File: config.mk
export PLATFORM = sky130hd
export DESIGN_NAME = bicdf_coord
export DESIGN_NICKNAME = d
export VERILOG_FILES = /design/src/rtl/bicdf_pkg.sv /design/src/rtl/bicdf_coord.sv
export SDC_FILE = /design/constraint.sdc
export NUM_CORES = 2
export LEC_CHECK = 0
export BUFFER_PORTS_ARGS = -buffer_cell sky130_fd_sc_hd__buf_2
export CAP_MARGIN = 20
export CORE_ASPECT_RATIO = 0.75
export CORE_MARGIN = 2
export CORE_UTILIZATION = 63
export CTS_BUF_LIST = sky130_fd_sc_hd__clkbuf_4 sky130_fd_sc_hd__clkbuf_8
export DETAILED_ROUTE_END_ITERATION = 7
export PLACE_DENSITY = 0.84
export SKIP_LAST_GASP = 1
export SLEW_MARGIN = 20
export SYNTH_ARGS = -nofsm -noshare
export SYNTH_HDL_FRONTEND = slang
export SYNTH_SLANG_ARGS = --single-unit
File: constraint.sdc
create_clock -name i_clk -period 9 [get_ports i_clk]
set_input_delay 0.9 -clock i_clk [delete_from_list [all_inputs] [get_ports i_clk]]
set_output_delay 0.9 -clock i_clk [all_outputs]
set_load 0.005 [all_outputs]
File: src/rtl/bicdf_pkg.sv
// ------------------------------------------------------------------------------------------
// bicdf_pkg: shared constants and types of the bilinear inverse-CDF lookup
// Grid sizes, fixed-point widths, command and register codes, and the structs that
// carry a transaction between the pipeline stages.
// ------------------------------------------------------------------------------------------
package bicdf_pkg;

    // Grid of the angle table: rows follow the shape parameter, columns the probability.
    localparam int B_ROWS    = 64;
    localparam int U_COLUMNS = 1024;
    localparam int ROW_W     = $clog2(B_ROWS);
    localparam int COL_W     = $clog2(U_COLUMNS);
    localparam int HROW_W    = ROW_W - 1;
    localparam int HCOL_W    = COL_W - 1;
    localparam int BANK_AW   = HROW_W + HCOL_W;
    localparam int BANKS     = 4;

    // Field widths.
    localparam int CMD_W     = 2;
    localparam int REG_W     = 2;
    localparam int CFG_W     = 24;
    localparam int B_W       = 24;
    localparam int U_W       = 17;
    localparam int RECIP_W   = 20;
    localparam int ANG_W     = 20;
    localparam int MSQ_W     = 24;

    // Fixed-point working widths.
    localparam int FRAC      = 16;
    localparam int W_W       = FRAC + 1;
    localparam int G_W       = B_W + RECIP_W;
    localparam int J_W       = G_W - 2 * FRAC;
    localparam int GU_W      = U_W + COL_W;
    localparam int LERP_W    = MSQ_W + W_W + 2;

    localparam logic [W_W-1:0]   ONE_Q16   = W_W'(1 << FRAC);
    localparam logic [ANG_W-1:0] ANGLE_MAX = ANG_W'(786432);

    // Register reset values.
    localparam logic [B_W-1:0]     B_LOWER_RST = B_W'(104858);
    localparam logic [B_W-1:0]     B_UPPER_RST = B_W'(2621440);
    localparam logic [RECIP_W-1:0] B_RECIP_RST = RECIP_W'(107520);

    typedef enum logic [CMD_W-1:0] {
        CMD_WRITE_ANGLE = 2'd0,
        CMD_WRITE_MSQ   = 2'd1,
        CMD_LOOKUP      = 2'd2
    } t_cmd;

    typedef enum logic [REG_W-1:0] {
        REG_B_LOWER = 2'd0,
        REG_B_UPPER = 2'd1,
        REG_B_RECIP = 2'd2
    } t_reg_idx;

    // Transaction after the row-coordinate multiply.
    typedef struct packed {
        logic [CMD_W-1:0] cmd;
        logic [ROW_W-1:0] row;
        logic [COL_W-1:0] col;
        logic [MSQ_W-1:0] wval;
        logic [G_W-1:0]   g;
        logic [COL_W-1:0] k;
        logic [W_W-1:0]   fu;
        logic             bzero;
    } t_coord;

    // Transaction after the table reads.
    typedef struct packed {
        logic                        row_par;
        logic                        col_par;
        logic [W_W-1:0]              fu;
        logic [W_W-1:0]              fb;
        logic                        bzero;
        logic [BANKS-1:0][ANG_W-1:0] bank_q;
        logic [MSQ_W-1:0]            msq_lo;
        logic [MSQ_W-1:0]            msq_hi;
    } t_fetch;

endpackage

File: src/rtl/bicdf_coord.sv
// ------------------------------------------------------------------------------------------
// bicdf_coord: grid coordinates of a transaction
// Stage one clamps B and u and finds the column bracket; stage two forms the row
// coordinate with one multiply.
// ------------------------------------------------------------------------------------------
module bicdf_coord (
    input  logic                              i_clk,
    input  logic                              i_en1,
    input  logic                              i_en2,
    input  logic [bicdf_pkg::CMD_W-1:0]       i_command,
    input  logic [bicdf_pkg::ROW_W-1:0]       i_row_index,
    input  logic [bicdf_pkg::COL_W-1:0]       i_column_index,
    input  logic [bicdf_pkg::MSQ_W-1:0]       i_write_value,
    input  logic [bicdf_pkg::B_W-1:0]         i_shape_b,
    input  logic [bicdf_pkg::U_W-1:0]         i_probability,
    input  logic [bicdf_pkg::B_W-1:0]         i_b_lower,
    input  logic [bicdf_pkg::B_W-1:0]         i_b_upper,
    input  logic [bicdf_pkg::RECIP_W-1:0]     i_b_recip,
    output bicdf_pkg::t_coord                 o_coord
);

    logic [bicdf_pkg::B_W-1:0]   n_off;
    logic [bicdf_pkg::U_W-1:0]   uc;
    logic [bicdf_pkg::GU_W-1:0]  gu;
    logic [bicdf_pkg::COL_W:0]   k_raw;
    logic                        k_top;
    logic [bicdf_pkg::COL_W-1:0] n_k;
    logic [bicdf_pkg::W_W-1:0]   n_fu;

    logic [bicdf_pkg::CMD_W-1:0] r1_cmd;
    logic [bicdf_pkg::ROW_W-1:0] r1_row;
    logic [bicdf_pkg::COL_W-1:0] r1_col;
    logic [bicdf_pkg::MSQ_W-1:0] r1_wval;
    logic [bicdf_pkg::B_W-1:0]   r1_off;
    logic [bicdf_pkg::COL_W-1:0] r1_k;
    logic [bicdf_pkg::W_W-1:0]   r1_fu;
    logic                        r1_bzero;
    bicdf_pkg::t_coord           r_s2;

    // Offset of the clamped B above the lower bound; crossed bounds give zero.
    always_comb begin
        if (i_shape_b < i_b_lower) begin
            n_off = '0;
        end else if (i_shape_b > i_b_upper) begin
            n_off = (i_b_upper > i_b_lower) ? (i_b_upper - i_b_lower) : '0;
        end else begin
            n_off = i_shape_b - i_b_lower;
        end
    end

    // Column bracket. Past the last node the weight is always a whole step.
    always_comb begin
        uc    = (i_probability > bicdf_pkg::ONE_Q16) ? bicdf_pkg::ONE_Q16 : i_probability;
        gu    = bicdf_pkg::GU_W'(uc) * bicdf_pkg::GU_W'(bicdf_pkg::U_COLUMNS - 1);
        k_raw = gu[bicdf_pkg::GU_W-1:bicdf_pkg::FRAC];
        k_top = k_raw >= (bicdf_pkg::COL_W + 1)'(bicdf_pkg::U_COLUMNS - 1);
        n_k   = k_top ? bicdf_pkg::COL_W'(bicdf_pkg::U_COLUMNS - 2)
                      : k_raw[bicdf_pkg::COL_W-1:0];
        n_fu  = k_top ? bicdf_pkg::ONE_Q16 : {1'b0, gu[bicdf_pkg::FRAC-1:0]};
    end

    always_ff @(posedge i_clk) begin
        if (i_en1) begin
            r1_cmd   <= i_command;
            r1_row   <= i_row_index;
            r1_col   <= i_column_index;
            r1_wval  <= i_write_value;
            r1_off   <= n_off;
            r1_k     <= n_k;
            r1_fu    <= n_fu;
            r1_bzero <= (i_shape_b == '0);
        end
    end

    always_ff @(posedge i_clk) begin
        if (i_en2) begin
            r_s2.cmd   <= r1_cmd;
            r_s2.row   <= r1_row;
            r_s2.col   <= r1_col;
            r_s2.wval  <= r1_wval;
            r_s2.g     <= bicdf_pkg::G_W'(r1_off) * bicdf_pkg::G_W'(i_b_recip);
            r_s2.k     <= r1_k;
            r_s2.fu    <= r1_fu;
            r_s2.bzero <= r1_bzero;
        end
    end

    assign o_coord = r_s2;

endmodule

---- Yosys cells after proc, flatten, opt, wreduce, memory -nomap -nowiden ----
Index checks and enable logic that the tools add are counted.
word-level totals
  word-level logic and storage cells ...... 31
  memory bits (read-only) ................. 0
  register bits ........................... 208
  input port bits ......................... 154
  memories kept ........................... 0
  bits in writable memories ............... 0
  latch bits .............................. 0
operators by class
  multiply operators ...................... 2
  bitwise operators ....................... 0
  order comparisons ....................... 5
  muxes and demuxes ....................... 4
  reduce and logical (&&, ||, !) cells .... 1
  eq/ne operators ......................... 0
  add/sub/neg operators ................... 2
  div/mod/pow operators ................... 0
  shift-type cells ........................ 0
operator list
  operator                                                                  count
  24-bit greater-than comparator                                            2
  24-bit two-way mux                                                        2
  24-bit subtractor                                                         2
  24-bit by 20-bit multiplier with 44-bit output                            1
  17-bit two-way mux                                                        2
  17-bit by 10-bit multiplier with 27-bit output (second input constant)    1
  24-bit zero test                                                          1
  24-bit less-than comparator                                               1
  17-bit greater-than comparator (second input constant)                    1
  11-bit by 10-bit >= comparator with 1-bit output (second input constant)  1

---- Longest topological paths before layout ----
  depth after elaboration ................. 5
  depth in mapped cells ................... 29
  mapped depth without buffers ............ 26

---- Least setup slack after synthesis ----
No wires, ideal clock.
  path type ............................... input to register
  start point ............................. input i_probability[3] (netlist name)
  end point ............................... register r1_fu[11] (netlist name) (data pin)
  cell stages on the path ................. 24
  buffers on the path ..................... 3
  data required time ...................... 8.730 ns
  path slack .............................. 1.397 ns
  setup time .............................. 0.270 ns
  arrival time ............................ 7.333 ns
  path through ............................ clkbuf_1 -> nor4_1 -> nand4_1 -> nand2_1 -> and2_1 -> inv_1 -> fa_1 -> fa_1 -> inv_1 -> fa_1 -> fa_1 -> fa_1 -> ha_1 -> clkdlybuf4s15_1 -> a21o_1 -> a21o_1 -> a2111oi_0 -> o21ai_1 -> a2111oi_0 -> nor3_1 -> xnor2_2 -> nor4_4 -> buf_6 -> nor3_1
between the ends
  cells in the longest elaborated chain, start to end .. 4
RTL lines
  element                                           RTL line           text
  from (decl)                                       bicdf_coord.sv:15  input logic [bicdf_pkg::U_W-1:0] i_probability,
  17-bit greater-than comparator                    bicdf_coord.sv:53  uc = (i_probability > bicdf_pkg::ONE_Q16) ? bicdf_pkg::ONE_Q16 : i_probability;
  17-bit two-way mux *                              bicdf_coord.sv:53
  17-bit by 10-bit multiplier with 27-bit output *  bicdf_coord.sv:54  gu = bicdf_pkg::GU_W'(uc) * bicdf_pkg::GU_W'(bicdf_pkg::U_COLUMNS - 1);
  11-bit by 10-bit >= comparator with 1-bit output  bicdf_coord.sv:56  k_top = k_raw >= (bicdf_pkg::COL_W + 1)'(bicdf_pkg::U_COLUMNS - 1);
  to (signal assigned)                              bicdf_coord.sv:70  r1_fu <= n_fu;
  to (decl)                                         bicdf_coord.sv:36  logic [bicdf_pkg::W_W-1:0] r1_fu;
Every way passes the cells marked *; elsewhere a longest branch is shown, timed or not.
A chain may end at the register's enable or synchronous reset.

---- Worst setup path after layout ----
  start point ............................. register r1_off[9] (netlist name)
  end point ............................... register r_s2, in the netlist o_coord[70] (data pin)
between the ends
  cells in the longest elaborated chain, start to end .. 1
RTL lines
  element                                         RTL line           text
  from (decl)                                     bicdf_coord.sv:34  logic [bicdf_pkg::B_W-1:0] r1_off;
  from (signal assigned)                          bicdf_coord.sv:68  r1_off <= n_off;
  24-bit by 20-bit multiplier with 44-bit output  bicdf_coord.sv:81  r_s2.g <= bicdf_pkg::G_W'(r1_off) * bicdf_pkg::G_W'(i_b_recip);
  to (decl)                                       bicdf_coord.sv:38  bicdf_pkg::t_coord r_s2;
Every way passes these cells.

==> results.tsv <==
stage	metric	value	unit
outcome	status	completed	
timing	fmax	0.122	GHz
clock_tree	clock_latency	580	ps
critical_path	critical_path_class	flop to flop	
final_layout	stdcell_area	31600	um^2
critical_path	cp_cell_sequence	nand2_1, fa_1, inv_1, fa_1, inv_1, fa_1, inv_1, fa_1, inv_1, fa_1, inv_1, fa_1, fa_1, ha_1, a21oi_1, o22ai_1, a311oi_1, a21oi_1, a211oi_1, o221ai_1, a31oi_1, o21bai_1, a311oi_1, xnor2_1	
critical_path	reg2reg_slack	830	ps
die	die_h	191	um
timing	timing_max_transition_violations_final	0	
timing	relSlewSlack	27.7	%
synth	synth_commonest_cells	inv_1 (604), fa_1 (475), nand2_1 (396), ha_1 (290), edfxtp_1 (208)	
die	coreArea	45900	um^2
die	ioPinCount	268	
critical_path	required	9320	ps
clock_tree	numCtsBuffers	29	
critical_path	worstPathMaxFanout	20	
place	place.gp.congestion	1.04	
critical_path	endpoint_kind	flop	
worst_hold_path	holdCritPathClass	flop to flop	
timing	rsz0062_at_grt	false	
synth	synth_cells	2965	
timing	period_needed	8170	ps
critical_path	cp-start-kind	flop	
clock_tree	cts_root_buf	clkbuf_8	
synth	yosysMostFrequentCell	inv_1	
synth	synth_fa_ha_area_share	44.9	%
final_layout	areaGrowthSynthToFinish	7.87	%
final_layout	drive_gt1_share	11.0	%
critical_path	crit_buf_inv	5	
drt	finalWirelength	74000	um
clock_tree	clock-sinks	208	
drt	ant_nets	0	
synth	yosysTopAreaCellShare	32.5	%
die	die_x	253	um
global_routing	grt_pass1_wl	121000	um
drt	first_pass_iters	7	
drt	viasPerCell	5.83	
final_layout	n_fill_cell	3441	
critical_path	slowest_stage	edfxtp_1	
clock_tree	clockBufferDepth	3	
synth	synthArstFlopShare	0	%
critical_path	arrival	8490	ps
timing	hold_violations	0	
die	start_util	63.7	%
synth	synth_top_area_cell	fa_1	
clock_tree	cts_hold_buf	0	
drt	routed-via-count	22000	
synth	synth-seq-cells	208	
global_routing	track_usage	31.9	%
synth	muxShareOfSynthArea	0.0342	%
synth	synth-main-ff-cell	edfxtp_1	
synth	syn-num-nets	3884	
clock_tree	cts.htree.levels	1	
global_routing	overflow	0	
final_layout	n_antenna_cell	0	
synth	syn_area_per_cell	9.88	um^2
synth	synth_xor_area_share	3.17	%
timing	setup_viol	0	
drt	drtIter0Drc	1744	
timing	skew	27.5	ps
timing	worst_slew_pin_slew	1080	ps
flow_run	cap_violations	0	
critical_path	cp_top_family	adder cells	
critical_path	crit_top_cell	fa_1	
drt	drc	0	
global_routing	grt_pass1_vias	23200	
die	core.rowCount	68	
global_routing	antenna_found_initial	1	
synth	syn-cell-area	29300	um^2
clock_tree	cts_resized	0	
timing	tns	0	ps
place	postPlaceCellArea	31000	um^2
final_layout	post-route-util	68.8	%
final_layout	nNetsFinal	4074	
clock_tree	cts_setup_buffers	0	
synth	synth-simple-area-share	13.1	%
clock_tree	cts_tree	built	
place	dpl.hpwl	59600	um
synth	seq_area_frac_synth	21.3	%
synth	synth_top_family_by_area	adder cells	
drt	routedWlPerCell	19.6	um
synth	synth_edf_count	208	
die	fp.dieArea	48200	um^2
synth	synth-compound-area-share	8.08	%
synth	synth.top_cells.by_area	fa_1 (32%), edfxtp_1 (21%), ha_1 (12%), inv_1 (7.7%), nand2_1 (5.1%)	
synth	yosysWarningCount	0	
timing	fin_crit_sh	90.8	%
global_routing	grt_max_degree	67	
synth	synth_cell_types	72	
place	port_buffers	267	
clock_tree	clk_pin_slew	70	ps
critical_path	cp_slowest_stage_delay	1060	ps
[cells by family after synthesis]
logic type / Yosys count
simple gates: 801
fa+ha+maj: 765
buf+inv: 725
compound gates: 360
flops: 208
xor+xnor: 105
mux: 1
[path summary, 6_finish.rpt]
check | start | end | depth (start not counted)
max | r1_off[9]$_SDFFCE_PN0P_ | o_coord[70]$_DFFE_PP_ | 24
min | r1_wval[12]$_DFFE_PP_ | o_coord[84]$_DFFE_PP_ | 0
max reg2reg | r1_off[9]$_SDFFCE_PN0P_ | o_coord[70]$_DFFE_PP_ | 24
min reg2reg | r1_wval[12]$_DFFE_PP_ | o_coord[84]$_DFFE_PP_ | 0
[sequential cells by signal, summed over array words and instances (netlist names)]
name / count
r1_col: 10
r1_wval: 24
r1_fu: 17
r1_bzero: 1
r1_k: 10
o_coord: 114
r1_off: 24
r1_cmd: 2
r1_row: 6
[metrics by stage]
step | hold slack (ps) | worst slack (ps) | instances
5_1_grt | 416 | 368 | 3771
2_1_floorplan | 400 | 1400 | 2965
6_report | 411 | 831 | 3771
3_3_place_gp | 400 | 842 | 3718
3_5_place_dp | 405 | 648 | 3719
4_1_cts | 405 | 942 | 3771
[final cells by class]
cell class	instances	area, um^2	share of cell area [%]
inverters	604	2270	7.18
clock buffers	37	459	1.45
repair buffers	280	1460	4.62
well taps	595	744	2.36
multi-input cells	2032	20300	64.2
flip-flops and latches	208	6250	19.8
clock inverters	15	121	0.384
[per-layer routing]
metal  GRT usage [%]  wire, um  vias to the layer above
met1            44.5     30500                    11100
met4            8.67      2190                        2
li1                -         -                     9773
met2            52.4     35300                      999
met5               0         7                        -
met3            4.97      5940                      163
[placed cells by master (no fill, tap or decap), types with 23 or more instances in the layout]
master / instances
xnor2_1: 65
a21oi_1: 103
nand2_1: 396
nor3_1: 23
buf_2: 265
a21o_1: 54
inv_1: 604
nor2_1: 75
xor2_1: 39
and2_1: 176
fa_1: 475
edfxtp_1: 208
clkbuf_8: 29
o21ai_0: 52
ha_1: 290
Power is left out: the tool's default activity adds up to more than one toggle a clock period on the data nets, which glitch-free logic cannot reach.
