**config.mk**
```make
export PLATFORM = sky130hd
export DESIGN_NAME = bicdf_interp
export DESIGN_NICKNAME = d
export VERILOG_FILES = /design/src/rtl/bicdf_pkg.sv /design/src/rtl/bicdf_interp.sv
export SDC_FILE = /design/constraint.sdc
export NUM_CORES = 2
export LEC_CHECK = 0
export BUFFER_PORTS_ARGS = -buffer_cell sky130_fd_sc_hd__buf_4
export CORE_UTILIZATION = 45
export CTS_CLUSTER_DIAMETER = 50
export DETAILED_ROUTE_END_ITERATION = 10
export HOLD_SLACK_MARGIN = 0.15
export SETUP_SLACK_MARGIN = 0.05
export SKIP_CTS_REPAIR_TIMING = 1
export SLEW_MARGIN = 20
export SYNTH_ARGS = -nofsm -noshare
export SYNTH_HDL_FRONTEND = slang
export SYNTH_SLANG_ARGS = --single-unit
```
**constraint.sdc**
```tcl
create_clock -name i_clk -period 24.1 [get_ports i_clk]
set_input_delay 2.41 -clock i_clk [delete_from_list [all_inputs] [get_ports i_clk]]
set_output_delay 2.41 -clock i_clk [all_outputs]
set_load 0.1 [all_outputs]
```
**src/rtl/bicdf_pkg.sv**
```systemverilog
// ------------------------------------------------------------------------------------------
// bicdf_pkg: shared constants and types of the bilinear inverse-CDF lookup
// Grid sizes, fixed-point widths, command and register codes, and the structs that
// carry a transaction between the pipeline stages.
// ------------------------------------------------------------------------------------------
package bicdf_pkg;

    // Grid of the angle table: rows follow the shape parameter, columns the probability.
    localparam int B_ROWS    = 64;
    localparam int U_COLUMNS = 1024;
    localparam int ROW_W     = $clog2(B_ROWS);
    localparam int COL_W     = $clog2(U_COLUMNS);
    localparam int HROW_W    = ROW_W - 1;
    localparam int HCOL_W    = COL_W - 1;
    localparam int BANK_AW   = HROW_W + HCOL_W;
    localparam int BANKS     = 4;

    // Field widths.
    localparam int CMD_W     = 2;
    localparam int REG_W     = 2;
    localparam int CFG_W     = 24;
    localparam int B_W       = 24;
    localparam int U_W       = 17;
    localparam int RECIP_W   = 20;
    localparam int ANG_W     = 20;
    localparam int MSQ_W     = 24;

    // Fixed-point working widths.
    localparam int FRAC      = 16;
    localparam int W_W       = FRAC + 1;
    localparam int G_W       = B_W + RECIP_W;
    localparam int J_W       = G_W - 2 * FRAC;
    localparam int GU_W      = U_W + COL_W;
    localparam int LERP_W    = MSQ_W + W_W + 2;

    localparam logic [W_W-1:0]   ONE_Q16   = W_W'(1 << FRAC);
    localparam logic [ANG_W-1:0] ANGLE_MAX = ANG_W'(786432);

    // Register reset values.
    localparam logic [B_W-1:0]     B_LOWER_RST = B_W'(104858);
    localparam logic [B_W-1:0]     B_UPPER_RST = B_W'(2621440);
    localparam logic [RECIP_W-1:0] B_RECIP_RST = RECIP_W'(107520);

    typedef enum logic [CMD_W-1:0] {
        CMD_WRITE_ANGLE = 2'd0,
        CMD_WRITE_MSQ   = 2'd1,
        CMD_LOOKUP      = 2'd2
    } t_cmd;

    typedef enum logic [REG_W-1:0] {
        REG_B_LOWER = 2'd0,
        REG_B_UPPER = 2'd1,
        REG_B_RECIP = 2'd2
    } t_reg_idx;

    // Transaction after the row-coordinate multiply.
    typedef struct packed {
        logic [CMD_W-1:0] cmd;
        logic [ROW_W-1:0] row;
        logic [COL_W-1:0] col;
        logic [MSQ_W-1:0] wval;
        logic [G_W-1:0]   g;
        logic [COL_W-1:0] k;
        logic [W_W-1:0]   fu;
        logic             bzero;
    } t_coord;

    // Transaction after the table reads.
    typedef struct packed {
        logic                        row_par;
        logic                        col_par;
        logic [W_W-1:0]              fu;
        logic [W_W-1:0]              fb;
        logic                        bzero;
        logic [BANKS-1:0][ANG_W-1:0] bank_q;
        logic [MSQ_W-1:0]            msq_lo;
        logic [MSQ_W-1:0]            msq_hi;
    } t_fetch;

endpackage

```
**src/rtl/bicdf_interp.sv**
```systemverilog
// ------------------------------------------------------------------------------------------
// bicdf_interp: bilinear interpolation
// Stage four interpolates both bracketing rows along u and the mean square along B;
// stage five interpolates along B, saturates (or gives zero for a zero B) and holds the result.
// ------------------------------------------------------------------------------------------
module bicdf_interp (
    input  logic                          i_clk,
    input  logic                          i_en4,
    input  logic                          i_en5,
    input  bicdf_pkg::t_fetch             i_fetch,
    output logic [bicdf_pkg::ANG_W-1:0]   o_reduced_angle,
    output logic [bicdf_pkg::MSQ_W-1:0]   o_mean_square
);

    // (a*(1-w) + c*w) >> 16, rewritten as (a<<16 + (c-a)*w) >> 16 with one multiply.
    function automatic logic [bicdf_pkg::MSQ_W-1:0] lerp(
        input logic [bicdf_pkg::MSQ_W-1:0] a,
        input logic [bicdf_pkg::MSQ_W-1:0] c,
        input logic [bicdf_pkg::W_W-1:0]   w
    );
        logic signed [bicdf_pkg::MSQ_W:0]    diff;
        logic signed [bicdf_pkg::LERP_W-1:0] prod;
        logic signed [bicdf_pkg::LERP_W-1:0] acc;
        diff = signed'({1'b0, c}) - signed'({1'b0, a});
        prod = bicdf_pkg::LERP_W'(diff) * bicdf_pkg::LERP_W'(signed'({1'b0, w}));
        acc  = signed'({{(bicdf_pkg::LERP_W - bicdf_pkg::MSQ_W - bicdf_pkg::FRAC){1'b0}},
                        a, {bicdf_pkg::FRAC{1'b0}}}) + prod;
        return acc[bicdf_pkg::FRAC +: bicdf_pkg::MSQ_W];
    endfunction

    logic [bicdf_pkg::ANG_W-1:0] a00;
    logic [bicdf_pkg::ANG_W-1:0] a01;
    logic [bicdf_pkg::ANG_W-1:0] a10;
    logic [bicdf_pkg::ANG_W-1:0] a11;
    logic [bicdf_pkg::MSQ_W-1:0] n_r0;
    logic [bicdf_pkg::MSQ_W-1:0] n_r1;
    logic [bicdf_pkg::MSQ_W-1:0] n_ang;

    logic [bicdf_pkg::ANG_W-1:0] r_r0;
    logic [bicdf_pkg::ANG_W-1:0] r_r1;
    logic [bicdf_pkg::MSQ_W-1:0] r_msq;
    logic [bicdf_pkg::W_W-1:0]   r_fb;
    logic                        r_bzero;
    logic [bicdf_pkg::ANG_W-1:0] r_angle_out;
    logic [bicdf_pkg::MSQ_W-1:0] r_msq_out;

    // Bank index is {row parity, column parity}.
    always_comb begin
        a00  = i_fetch.bank_q[{ i_fetch.row_par,  i_fetch.col_par}];
        a01  = i_fetch.bank_q[{ i_fetch.row_par, ~i_fetch.col_par}];
        a10  = i_fetch.bank_q[{~i_fetch.row_par,  i_fetch.col_par}];
        a11  = i_fetch.bank_q[{~i_fetch.row_par, ~i_fetch.col_par}];
        n_r0 = lerp(bicdf_pkg::MSQ_W'(a00), bicdf_pkg::MSQ_W'(a01), i_fetch.fu);
        n_r1 = lerp(bicdf_pkg::MSQ_W'(a10), bicdf_pkg::MSQ_W'(a11), i_fetch.fu);
    end

    always_ff @(posedge i_clk) begin
        if (i_en4) begin
            r_r0    <= n_r0[bicdf_pkg::ANG_W-1:0];
            r_r1    <= n_r1[bicdf_pkg::ANG_W-1:0];
            r_msq   <= lerp(i_fetch.msq_lo, i_fetch.msq_hi, i_fetch.fb);
            r_fb    <= i_fetch.fb;
            r_bzero <= i_fetch.bzero;
        end
    end

    assign n_ang = lerp(bicdf_pkg::MSQ_W'(r_r0), bicdf_pkg::MSQ_W'(r_r1), r_fb);

    always_ff @(posedge i_clk) begin
        if (i_en5) begin
            if (r_bzero) begin
                r_angle_out <= '0;
            end else if (n_ang > bicdf_pkg::MSQ_W'(bicdf_pkg::ANGLE_MAX)) begin
                r_angle_out <= bicdf_pkg::ANGLE_MAX;
            end else begin
                r_angle_out <= n_ang[bicdf_pkg::ANG_W-1:0];
            end
            r_msq_out <= r_msq;
        end
    end

    assign o_reduced_angle = r_angle_out;
    assign o_mean_square   = r_msq_out;

endmodule

```
# Yosys cells after proc, flatten, opt, wreduce, memory -nomap -nowiden
# Cells that the tools add are included.
[classes]
n_addsub = 8
multipliers = 4
n_lt_le_gt_ge = 5
muxes = 9
bitwise = 2
n_reduce_logical = 1
[op_table]
columns = ["cell", "count"]
rows = [
  ["20-bit binary-select mux with 2-bit select", 4],
  ["20-bit 2-to-1 mux", 5],
  ["36-bit adder", 2],
  ["21-bit by 18-bit multiplier with 36-bit output", 2],
  ["20-bit by 20-bit subtractor with 21-bit output", 3],
  ["37-bit by 39-bit adder with 40-bit output", 1],
  ["40-bit adder", 1],
  ["25-bit by 18-bit multiplier with 40-bit output", 1],
  ["21-bit by 18-bit multiplier with 39-bit output", 1],
  ["24-bit by 24-bit subtractor with 25-bit output", 1],
  ["24-bit by 20-bit > comparator with 1-bit output (second input constant)", 1],
  ["2-bit by 3-bit less-than comparator with 1-bit output (second input constant)", 4],
  ["1-bit NOT", 2],
  ["2-bit OR reduction", 1],
]
[word_totals]
reg_bits = 126
input_bits = 168
word_cells = 37

# Longest topological paths before layout
[logic_depth]
word_depth = 6
mapped_depth = 41
ltp_nobuf = 38

# Worst setup path after synthesis
# OpenSTA, ideal clock, no wires.
[synth_timing]
path_type = "input-to-reg"
startpoint = "in i_fetch[163] (netlist name)"
endpoint = "reg r_r0[19] (netlist name), data pin"
setup_ns = 0.268
t_arrival_ns = 12.189
path_slack_ns = 11.644
cell_stages = 38
path_buffers = 5
cell_sequence = "clkbuf_1 buf_1 buf_1 clkbuf_1 mux4_2 ha_1 nand3_1 o2111ai_1 and3_1 o21a_1 o21ai_0 a2111oi_0 o21a_1 o21a_1 nor2_1 xnor2_1 clkbuf_1 nand2_1 (+2 left out) fa_1 fa_1 fa_1 inv_1 fa_1 inv_1 fa_1 ha_1 a21o_1 a2111oi_0 o21ai_0 o21a_1 a31oi_1 o21ai_0 nand4_1 a311oi_1 xnor2_1 xnor3_1"
[synth_via]
elab_chain_len = 6
elab_cells_between_ends = 8
cone_classes = "2 x add/sub; 1 x mul; 4 x mux; 1 x bitwise"
[synth_lines]
columns = ["item", "line", "source"]
rows = [
  ["start: declaration", "bicdf_interp.sv:10", "input bicdf_pkg::t_fetch i_fetch,"],
  ["1-bit NOT", "bicdf_interp.sv:50", "a01 = i_fetch.bank_q[{ i_fetch.row_par, ~i_fetch.col_par}];"],
  ["20-bit binary-select mux with 2-bit select", "bicdf_interp.sv:50", ""],
  ["20-bit 2-to-1 mux (not written as such)", "bicdf_interp.sv:50", ""],
  ["20-bit by 20-bit subtractor with 21-bit output", "bicdf_interp.sv:24", "diff = signed'({1'b0, c}) - signed'({1'b0, a});"],
  ["21-bit by 18-bit multiplier with 36-bit output", "bicdf_interp.sv:25", "prod = bicdf_pkg::LERP_W'(diff) * bicdf_pkg::LERP_W'(signed'({1'b0, w}));"],
  ["36-bit adder *", "bicdf_interp.sv:27", "a, {bicdf_pkg::FRAC{1'b0}}}) + prod;"],
  ["named net n_r0, one bit", "bicdf_interp.sv:35", "logic [bicdf_pkg::MSQ_W-1:0] n_r0;"],
  ["end signal: assignment", "bicdf_interp.sv:59", "r_r0 <= n_r0[bicdf_pkg::ANG_W-1:0];"],
  ["end: declaration", "bicdf_interp.sv:39", "logic [bicdf_pkg::ANG_W-1:0] r_r0;"],
]
# The timed path passes the listed nets; every way through them passes the cells marked *. The select of a mux whose other input is x is not followed.
# A chain may end at the register's enable or synchronous reset.

# Worst setup path after layout
[layout_timing]
startpoint = "in i_fetch[164] (netlist name)"
endpoint = "reg r_r0[19] (netlist name), data pin"
[layout_via]
elab_chain_len = 5
elab_cells_between_ends = 7
cone_classes = "2 x add/sub; 1 x mul; 4 x mux"
[layout_lines]
columns = ["item", "line"]
rows = [
  ["20-bit binary-select mux with 2-bit select (on tied branches)", "bicdf_interp.sv:50, bicdf_interp.sv:49"],
  ["20-bit 2-to-1 mux (on tied branches)", "bicdf_interp.sv:50, bicdf_interp.sv:49"],
  ["20-bit by 20-bit subtractor with 21-bit output", "bicdf_interp.sv:24"],
  ["21-bit by 18-bit multiplier with 36-bit output", "bicdf_interp.sv:25"],
  ["36-bit adder *", "bicdf_interp.sv:27"],
  ["named net n_r0, one bit", "bicdf_interp.sv:35"],
]
# Marks and branches as above.

==> flow_summary.yaml <==
routing:
  detailroute.via_count: 44200
  detail_route.first_pass.iterations: 7
  viasPerCell: 5.11
  final_antenna_net_count: 0
  avgRoutedWirePerCell_um: 18.6
  detail_route.drc_violations: 0
  drt-initial-drc-count: 2330
  wirelength_mm: 161
worst_hold_path:
  hold_path.class: "reg -> reg"
  min_delay_path_depth: 0
logic_synthesis:
  synth_seq_cells: 126
  yosys.area.top_type_share_pct: 47.9
  synth-main-ff-cell: "sky130_fd_sc_hd__edfxtp_1"
  most_numerous_cell_in_the_yosys_netlist: "sky130_fd_sc_hd__inv_1"
  synthArstFlopShare_pct: 0
  number_of_synthesis_warnings: 0
  edff_count_synth: 126
  synth_top_cells_by_area: "sky130_fd_sc_hd__fa_1 (48%), sky130_fd_sc_hd__inv_1 (10%), sky130_fd_sc_hd__ha_1 (9.8%), sky130_fd_sc_hd__edfxtp_1 (6.0%), sky130_fd_sc_hd__nand2_1 (5.7%)"
  synth_top_cell_by_area: "sky130_fd_sc_hd__fa_1"
  synthCells: 6735
  mean_cell_area_of_the_mapped_netlist_um2: 9.34
  share_of_synthesized_area_occupied_by_flip_flops_and_latches_pct: 6.01
  mappedNetlistNets: 8900
  synth.cells.most_frequent: "sky130_fd_sc_hd__inv_1 (1679), sky130_fd_sc_hd__fa_1 (1505), sky130_fd_sc_hd__nand2_1 (961)"
  syn_area_mm2: 0.0629
  ys_types: 75
grt:
  grt_max_degree: 70
  antenna_found_initial: 3
  vias_in_the_first_global_route: 49300
  grt.overflow.total: 0
  groute.usage.overall_pct: 24.2
  grt_first_pass_wirelength_mm: 268
clock_network:
  cts_made_buffers: 17
  clock-sinks: 126
  cts.root.buffer_cell: "sky130_fd_sc_hd__clkbuf_16"
  clkLatencyLatePin_ps: 480
  clockBufferDepth: 2
  cts-htree-levels: 4
  clkSlewWorstSetupHoldPaths_ps: 70
  tritoncts: "built"
placed_design:
  placer_congestion_estimate: 0.859
  dpl-instance-area_mm2: 0.0666
  hpwl_after_detailed_placement_mm: 127
  dp.cells: 8609
  io_buffers: 211
setup_path:
  worst_setup_sp_type: "input port"
  worstSetupPathType: "in -> reg"
  cpPeakStageDelay_ps: 580
  reg2reg_depth: 37
  slowest_stage_cell_crit_path: "sky130_fd_sc_hd__buf_4"
  critical_path.most_common_cell: "sky130_fd_sc_hd__fa_1"
  setup.worst_path.end_class: "flip-flop"
  worst_ep_required_time_ps: 24330
  critical_path_arrival_ps: 13420
  critical_path_peak_fanout: 54
die:
  coreArea_mm2: 0.138
  die_area_mm2: 0.141
  start_util_pct: 45.6
  io_pins: 212
  placement_rows: 136
  die_height_um: 376
  die_w_um: 376
layout:
  final-instance-count-excl-fill: 8642
  layout.nets: 8930
  layout-area-overhead-vs-synth_pct: 6.82
  finalInstanceArea_mm2: 0.0672
  layout-drive-gt1-share_pct: 6.89
timing:
  holdWs_ps: 421
  timing_max_transition_violations_final: 0
  post-route-min-period_ps: 13190
  report.final.setup_viol: 0
  rsz_0062_raised_after_global_routing: "false"
  max_freq_mhz: 75.8
  worst_pin_slew_ps: 1090
  fin_worst_skew_ps: 8.94
  post-route-period-util_pct: 54.7
  final.setup.tns_ps: 0
  relSlewSlack_pct: 27.1
  report.final.hold_viol_count: 0
status:
  run_status: "finished clean"
job:
  maxcap_violations: 0
[cell type report]
class / count / area (um2)
well taps: 1863 / 2330
clock buffers: 17 / 425
clock inverters: 15 / 193
diodes: 1 / 2.50
repair buffers: 293 / 2200
multi-input cells: 4648 / 52000
inverters: 1679 / 6300
fillers: 13300 / 70900
flip-flops and latches: 126 / 3780
[worst paths after layout]
path | start | endpoint | slack, ps
worst max-delay path | i_fetch[164] | r_r0[19] | 10910
worst min-delay path | r_msq[16] | o_mean_square[16] | 420
worst max register to register | r_r1[0] | o_reduced_angle[17] | 13130
worst min register to register | r_msq[16] | o_mean_square[16] | 420
[critical path: cells and delay by family]
family / cells / cell delay, ps
compound gates: 15 / 3630
xor+xnor: 3 / 710
fa+ha+maj: 9 / 3990
buf+inv: 8 / 1390
mux: 1 / 580
simple gates: 4 / 690
[sequential cells by signal, summed over array words and instances (netlist names)]
name and count:
r_msq 24, r_fb 17, o_mean_square 24, r_r0 20
r_bzero 1, r_r1 20, o_reduced_angle 20
[stage by stage]
step                worst slack (ps)  util, %
finish                         10910     48.7
global route                   10070     48.7
CTS                            10920     48.6
detailed placement             10450     48.2
global placement               10570     48.2
floorplan                      11640        -
[kinds of logic after synthesis]
group,after synthesis,share of synthesized area [%]
buffers and inverters,1961,11.7
AND/OR/NAND/NOR,1945,15.0
XOR/XNOR,197,2.79
multiplexers,115,2.74
adder cells (fa/ha/maj),1997,57.7
flip-flops,126,6.01
AO/OA/AOI/OAI,394,4.14
[routing by layer]
layer	vias up	share of wire, %	global-route usage, %
met1	23000	41	31.1
li1	19900	-	-
met4	0	3.4	7.69
met3	220	4.4	2.02
met5	-	0	0
met2	1096	51	43.3
[placed cells by master (no fill, tap or decap), types with 9 or more instances in the layout]
master / synthesis / routed
sky130_fd_sc_hd__or3_1: 9 / 9
sky130_fd_sc_hd__nand2_1: 961 / 961
sky130_fd_sc_hd__a21oi_1: 102 / 102
sky130_fd_sc_hd__xor2_1: 49 / 39
sky130_fd_sc_hd__ha_1: 492 / 492
sky130_fd_sc_hd__o211ai_1: 9 / 9
sky130_fd_sc_hd__a21o_1: 66 / 66
sky130_fd_sc_hd__inv_1: 1679 / 1679
sky130_fd_sc_hd__o21a_1: 39 / 39
sky130_fd_sc_hd__mux2_2: 40 / 40
sky130_fd_sc_hd__mux2i_1: 33 / 33
sky130_fd_sc_hd__or2_2: 23 / 23
sky130_fd_sc_hd__clkbuf_16: 0 / 17
sky130_fd_sc_hd__buf_4: 0 / 293
sky130_fd_sc_hd__nor4_1: 13 / 13
sky130_fd_sc_hd__nand3_1: 33 / 33
sky130_fd_sc_hd__nor2b_1: 68 / 68
sky130_fd_sc_hd__nand2b_1: 52 / 52
sky130_fd_sc_hd__nor2_1: 125 / 119
sky130_fd_sc_hd__edfxtp_1: 126 / 126
sky130_fd_sc_hd__o21bai_1: 10 / 10
sky130_fd_sc_hd__o21ai_0: 76 / 76
sky130_fd_sc_hd__xnor2_2: 0 / 10
sky130_fd_sc_hd__xnor2_1: 146 / 136
sky130_fd_sc_hd__and3_1: 17 / 17
sky130_fd_sc_hd__nand4_1: 16 / 16
sky130_fd_sc_hd__a31oi_1: 10 / 10
sky130_fd_sc_hd__a211oi_1: 11 / 11
sky130_fd_sc_hd__and2_1: 568 / 568
sky130_fd_sc_hd__nor3_1: 37 / 36
sky130_fd_sc_hd__mux4_2: 42 / 42
sky130_fd_sc_hd__fa_1: 1505 / 1505
Power is left out: the tool's default activity adds up to more than one toggle a clock period on the data nets, which glitch-free logic cannot reach.
